### config.mk
export PLATFORM = sky130hd
export DESIGN_NAME = adf_ctrl
export DESIGN_NICKNAME = d
export VERILOG_FILES = /design/src/sv/adf_pkg.sv /design/src/sv/adf_ctrl.sv
export SDC_FILE = /design/constraint.sdc
export NUM_CORES = 1
export LEC_CHECK = 0
export CAP_MARGIN = 15
export CORE_AREA = 2 2 39 41
export DETAILED_ROUTE_END_ITERATION = 16
export DIE_AREA = 0 0 41 43
export DONT_BUFFER_PORTS = 1
export PLACE_DENSITY = 0.61
export SKIP_LAST_GASP = 1
export SYNTH_ARGS = -nofsm -noshare
export SYNTH_HDL_FRONTEND = slang
export SYNTH_SLANG_ARGS = --single-unit
### constraint.sdc
create_clock -name aclk -period 3 [get_ports aclk]
set_input_delay 0.45 -clock aclk [delete_from_list [all_inputs] [get_ports aclk]]
set_output_delay 0.45 -clock aclk [all_outputs]
set_load 0.02 [all_outputs]
### src/sv/adf_pkg.sv
package adf_pkg;

    localparam int RegCount   = 6;
    localparam int QueueDepth = 2;

    localparam logic [1:0] OP_READ  = 2'd0;
    localparam logic [1:0] OP_WRITE = 2'd1;
    localparam logic [1:0] OP_TIME  = 2'd2;

    localparam logic [2:0] R_ADDR = 3'd0;
    localparam logic [2:0] R_LEN  = 3'd1;
    localparam logic [2:0] R_CTRL = 3'd2;
    localparam logic [2:0] R_STAT = 3'd3;
    localparam logic [2:0] R_DAC  = 3'd4;
    localparam logic [2:0] R_BITS = 3'd5;

    localparam logic [1:0] CFG_VCLK = 2'd0;
    localparam logic [1:0] CFG_CPS  = 2'd1;
    localparam logic [1:0] CFG_FIX  = 2'd2;

    localparam logic [31:0] VCLK_RESET = 32'd48681812;
    localparam logic [31:0] CPS_RESET  = 32'd46875000;
    localparam logic [31:0] RATE_DEFAULT = 32'd44100;
    localparam logic [31:0] BITS_DEFAULT = 32'd16;

    localparam int InW  = 2 + 3 + 32 + 32 + 16;
    localparam int InTW = 88;
    localparam int OutW = 32 * 5 + 4;
    localparam int OutTW = 168;

    typedef enum logic [3:0] {
        ST_IDLE,
        ST_DECODE,
        ST_RATE_DIV,
        ST_DUR_MUL,
        ST_DUR_DIV,
        ST_REM_MUL,
        ST_REM_DIV,
        ST_FMT_DIV,
        ST_BEGIN,
        ST_OUT
    } state_t;

    // commands from controller to datapath
    typedef struct packed {
        logic load;        // capture input item, clear result
        logic rate_start;  // divider: video clock / (1 + dac)
        logic mul_dur;     // product len * cps
        logic dur_start;   // divider: product / (4 * rate)
        logic rem_mul;     // product counts_left * qlen0
        logic rem_start;   // divider: product / qdur0
        logic exec;        // simple item effects (read, writes, time)
        logic len_queue;   // queue the length write
        logic begin_xfer;  // begin transfer from entry 0
        logic rem_done;    // write remaining length to result
        logic out_valid;
    } cmd_t;

    typedef struct packed {
        logic [1:0] op;
        logic [2:0] idx;
        logic       busy;
        logic       full;
        logic       time_end;  // time item ends the active transfer
        logic       rem_ok;    // remaining length needs a division
        logic       dirty;
        logic       div_done;
        logic       out_taken;
    } stat_t;

endpackage

### src/sv/adf_ctrl.sv
module adf_ctrl (
    input  logic          aclk,
    input  logic          aresetn,
    input  logic          in_valid,
    output logic          in_ready,
    input  adf_pkg::stat_t st,
    output adf_pkg::cmd_t  cmd
);
    import adf_pkg::*;

    state_t state_reg, state_next;

    always_comb begin
        state_next = state_reg;
        case (state_reg)
            ST_IDLE: begin
                if (in_valid) state_next = ST_DECODE;
            end
            ST_DECODE: begin
                if (st.op == OP_WRITE && st.idx == R_LEN) state_next = ST_RATE_DIV;
                else if (st.op == OP_READ && st.idx == R_LEN && st.rem_ok)
                    state_next = ST_REM_MUL;
                else if (st.op == OP_TIME && st.time_end && st.full)
                    state_next = st.dirty ? ST_FMT_DIV : ST_BEGIN;
                else state_next = ST_OUT;
            end
            ST_RATE_DIV: begin
                if (st.div_done) state_next = ST_DUR_MUL;
            end
            ST_DUR_MUL: state_next = ST_DUR_DIV;
            // busy is still the value from before the queue write
            ST_DUR_DIV: begin
                if (st.div_done) state_next = st.busy ? ST_OUT : ST_BEGIN;
            end
            ST_REM_MUL: state_next = ST_REM_DIV;
            ST_REM_DIV: begin
                if (st.div_done) state_next = ST_OUT;
            end
            ST_FMT_DIV: begin
                if (st.div_done) state_next = ST_BEGIN;
            end
            ST_BEGIN: state_next = ST_OUT;
            ST_OUT: begin
                if (st.out_taken) state_next = ST_IDLE;
            end
            default: state_next = ST_IDLE;
        endcase
    end

    always_comb begin
        cmd = '0;
        in_ready = 1'b0;
        case (state_reg)
            ST_IDLE: begin
                in_ready = 1'b1;
                cmd.load = in_valid;
            end
            ST_DECODE: begin
                if (st.op == OP_WRITE && st.idx == R_LEN) cmd.rate_start = 1'b1;
                else if (st.op == OP_READ && st.idx == R_LEN && st.rem_ok)
                    cmd.rem_mul = 1'b1;
                else begin
                    cmd.exec = 1'b1;
                    if (st.op == OP_TIME && st.time_end && st.full && st.dirty)
                        cmd.rate_start = 1'b1;
                end
            end
            ST_DUR_MUL: cmd.mul_dur = 1'b1;
            ST_RATE_DIV: begin
                if (st.div_done) cmd.mul_dur = 1'b1;
            end
            ST_DUR_DIV: begin
                if (st.div_done) cmd.len_queue = 1'b1;
            end
            ST_REM_MUL: cmd.rem_start = 1'b1;
            ST_REM_DIV: begin
                if (st.div_done) cmd.rem_done = 1'b1;
            end
            ST_BEGIN: cmd.begin_xfer = 1'b1;
            ST_OUT: cmd.out_valid = 1'b1;
            default: ;
        endcase
        if (state_reg == ST_DUR_MUL) cmd.dur_start = 1'b1;
    end

    always_ff @(posedge aclk) begin
        if (!aresetn) state_reg <= ST_IDLE;
        else state_reg <= state_next;
    end

endmodule

==> results.tsv, run 1 <==
metric	value	unit
outcome	finished, final reports clean	
grt_start_max_net_pins	18	
slowest_delay	0.56	ns
synth_edf_count	0	
slew-limit-headroom	0.550	
grt_first_pass_wirelength	1820	um
antenna_left	0	
async_flop_share	0	
worst_pin_slew	0.673	ns
antenna_found_initial	0	
layout_min_cycle_time	2.33	ns
largest_reg_flops	4	
grt_pass1_vias	419	
cp_top_family	simple AND/OR/NAND/NOR gates	
yosysUniqueCellTypes	38	
final_core_util	0.378	
stdcell_count	83	
die_h	43	um
wl_per_cell	14.6	um
dieArea	0.00176	sq mm
dp.cells	80	
finalNetCount	84	
insertion_delay	0.23	ns
routed_via_density	5.98	
cts.clk_slew.worst_paths	0.04	ns
start_kind	flip-flop	
clockRootBuffer	clkbuf_4	
hold_buffers	0	
clockBufferDepth	2	
area_delta_synth_final	7.73	%
initialDrtViolationCount	15	
synth_nets	81	
fmax	0.429	GHz
ys_warn_count	0	
synth.cell_area	485	sq um
cts_sinks	4	
cts_made_buffers	3	
core	0.00138	sq mm
finalWeightedCongestion	0.672	
leakagePower	0.196	nW
crit_path_end_kind	primary output	
track_usage	0.149	
setup_tns	0	ns
synth-seq-cells	4	
cts_tree	built	
cp_slowest_cell	nor3_1	
synth_area_per_cell	7.36	sq um
yosysSeqAreaShare	0.165	
htreeDepth	1	
drive_gt1_frac	0.194	
dr_total_vias	496	
setup_viol	0	
critical_path_required	2.55	ns
dpl.hpwl	909	um
crit_arrival	1.88	ns
rows	14	
synth_ff_type	dfxtp_1	
firstDrtPassIters	4	
antenna_cells	0	
whs	0.335	ns
crit_type	reg -> out	
io_pins	27	
holdCritPathClass	in -> reg	
cts_resized	0	
fin_worst_skew	0.00128	ns
path_cells	or4b_4, nor3_1	
initial_core_util	0.351	
maxCapViolations	0	
crit_fanout	12	
portBuffers	0	
drc	0	
finalHoldViolations	0	
cp_num_buf_inv	0	
postSynthCellCount	66	
wirelength	1210	um
grt-ovfl-total	0	
peakVddDrop	250	uV
powerDensity	705	mW/mm^2
rsz0062_at_grt	no	
post_cts_buffers	0	
period_share	0.777	
drv_slew	0	
die_x	41	um
-- routing by layer --
metal	share of wire	track usage	wire, um	vias to the layer above
li1	-	-	-	249
met1	0.42	0.185	512	231
met2	0.52	0.222	628	16
met3	0.060	0.0314	73	0
met4	0	0.0933	0	0
met5	0	0	0	-
-- final timing paths --
path	start	end	slack (ns)	cells past startpoint
worst min-delay path	aresetn	state_reg[2]	0.33	1
worst max-delay path	state_reg[0]	cmd[6]	0.67	2
worst max register to register	state_reg[0]	state_reg[3]	1.26	4
worst min register to register	state_reg[0]	state_reg[1]	0.68	2
-- area by class of cell --
class / count / area (sq um)
Clock buffer: 3 / 22.5
Fill cell: 161 / 861
Inverter: 3 / 11.3
Multi-Input combinational cell: 54 / 367
Sequential cell: 4 / 80.1
Tap cell: 16 / 20.0
Timing Repair Buffer: 3 / 22.5
-- cells by family after synthesis --
family,synth area share
xor gates and xnor gates,0.0180
DFF,0.165
AOI/OAI and AO/OA,0.325
and+or+nand+nor,0.412
buffers and inverters,0.0799
-- power by group --
part           switching (mW)  total [mW]  leakage, nW  internal, mW
clock network          0.0205      0.0652       0.0138        0.0446
logic                   0.119       0.199        0.149        0.0796
registers              0.0387       0.105       0.0326        0.0659
total                   0.179       0.369        0.196         0.190
-- through the flow --
step / power, mW / cell area, sq um / setup slack [ns]
floorplan: 0.265 / 485 / 0.934
global placement: 0.302 / 500 / 0.938
detailed placement: 0.305 / 500 / 0.905
CTS: 0.375 / 523 / 0.645
global route: 0.399 / 523 / 0.549
finish: 0.369 / 523 / 0.668
-- placed cells by master, fill, tap and decap left out, types with 2 or more instances in the layout --
master / n
nor4b_1: 2
nor3_1: 3
inv_1: 2
nor2_1: 8
dfxtp_1: 4
a221oi_1: 2
buf_4: 3
o21ai_0: 2
nand2_1: 6
o211ai_1: 2
o21a_1: 2
a21oi_1: 3
nor2b_1: 2
clkbuf_4: 3
-- cells in the mapped netlist, types with 3 or more instances --
cell type,instances,area [sq um]
nor2_1,8,30.0
nand2_1,6,22.5
dfxtp_1,4,80.1
a21oi_1,3,15.0
clkbuf_1,3,11.3
nor3_1,3,15.0
Power figures use the tool's default switching activity.
==> run 2: changes to the inputs <==
- clock period: 3 -> 2.4 ns (I/O delays scaled with it)
==> results.tsv, run 2 (synthesis gave the netlist of run 1 again) <==
metric	value	unit
outcome	finished, final reports clean	
routed_via_density	5.70	
antenna_cells	0	
rsz0062_at_grt	no	
dpl.hpwl	828	um
worst_pin_slew	0.680	ns
crit_type	reg -> out	
dr_total_vias	479	
period_share	0.867	
largest_reg_flops	4	
fin_worst_skew	0.00214	ns
initial_core_util	0.351	
initialDrtViolationCount	9	
core	0.00138	sq mm
leakagePower	0.201	nW
area_delta_synth_final	9.28	%
peakVddDrop	320	uV
drc	0	
clockRootBuffer	clkbuf_4	
p_seq_frac	0.284	
fillers	146	
cts.clk_slew.worst_paths	0.04	ns
portBuffers	0	
drive_gt1_frac	0.206	
io_pins	27	
slew-limit-headroom	0.546	
cts_made_buffers	3	
fmax	0.481	GHz
crit_arrival	1.72	ns
cp_slowest_cell	or4b_4	
crit_path_end_kind	primary output	
crit_fanout	12	
regArea	80.1	sq um
post_cts_buffers	0	
die_h	43	um
finalHoldViolations	0	
final_cell_mix	nor2_1, nand2_1, buf_4, dfxtp_1	
grt_first_pass_wirelength	1740	um
htreeDepth	1	
cts_resized	0	
grt-ovfl-total	0	
whs	0.245	ns
hold_buffers	0	
grt_start_max_net_pins	18	
powerDensity	866	mW/mm^2
final_common_cell	nor2_1	
start_kind	flip-flop	
layout_min_cycle_time	2.08	ns
setup_tns	0	ns
clkPwrFrac	0.180	
maxCapViolations	0	
pwr-share-comb	0.536	
finalNetCount	85	
wl_per_cell	13.3	um
path_cells	or4b_4, a21oi_1	
critical_path_required	2.04	ns
finalWeightedCongestion	0.735	
grt_pass1_vias	405	
drv_slew	0	
setup_viol	0	
track_usage	0.143	
holdCritPathClass	in -> reg	
switching_share	0.482	
rows	14	
wirelength	1120	um
antenna_left	0	
internal-power	238	uW
clockBufferDepth	2	
p_switching	222	uW
cts_tree	built	
multi_input_area	367	sq um
firstDrtPassIters	4	
slowest_delay	0.56	ns
die_x	41	um
cts_sinks	4	
insertion_delay	0.23	ns
dieArea	0.00176	sq mm
antenna_found_initial	0	
run 2: cell types whose count changed in the layout (fill, tap and decap cells not counted), sizes merged:
cell and delta:
buf +1
run 2: through the flow:
stage	setup WS (ns)	cell area, sq um	power, mW	instances	utilization
3_3_place_gp	0.579	508	0.377	81	0.367
6_report	0.320	531	0.460	84	0.383
4_1_cts	0.306	531	0.469	84	0.383
5_1_grt	0.227	531	0.493	84	0.383
3_5_place_dp	0.582	508	0.378	81	0.367
2_1_floorplan	0.424	485	0.331	66	-
run 2: routing by layer:
| layer | up-vias | wire length [um] | GRT usage |
|---|---|---|---|
| li1 | 251 | - | - |
| met1 | 212 | 501 | 0.202 |
| met2 | 14 | 537 | 0.191 |
| met3 | 2 | 66 | 0.0209 |
| met4 | 0 | 16 | 0.100 |
| met5 | - | 0 | 0 |
run 2: area by class of cell:
cell class | instances | share of cell area
Clock buffer | 3 | 0.0425
Sequential cell | 4 | 0.151
Multi-Input combinational cell | 54 | 0.691
Timing Repair Buffer | 4 | 0.0566
Inverter | 3 | 0.0212
Tap cell | 16 | 0.0377
run 2: critical path, delay by kind of cell, from the launching register on:
family	cells	cell delay (ns)
AOI/OAI and AO/OA	1	0.39
DFF	1	0.54
and+or+nand+nor	1	0.56
run 2: path summary, 6_finish.rpt:
check | startpoint | end | slack (ns) | depth (start not counted)
max | state_reg[0] | cmd[9] | 0.32 | 2
min reg2reg | state_reg[0] | state_reg[1] | 0.69 | 2
min | aresetn | state_reg[2] | 0.24 | 1
max reg2reg | state_reg[0] | state_reg[3] | 0.66 | 4
run 2: power by group through the flow:
| stage | sequential (mW) | combinational (mW) | clock, mW |
|---|---|---|---|
| after floorplan | 0.0901 | 0.241 | 0 |
| after global placement | 0.129 | 0.248 | 0 |
| after detailed placement | 0.129 | 0.249 | 0 |
| after CTS | 0.130 | 0.250 | 0.0891 |
| after global routing | 0.136 | 0.269 | 0.0883 |
| final | 0.130 | 0.247 | 0.0827 |
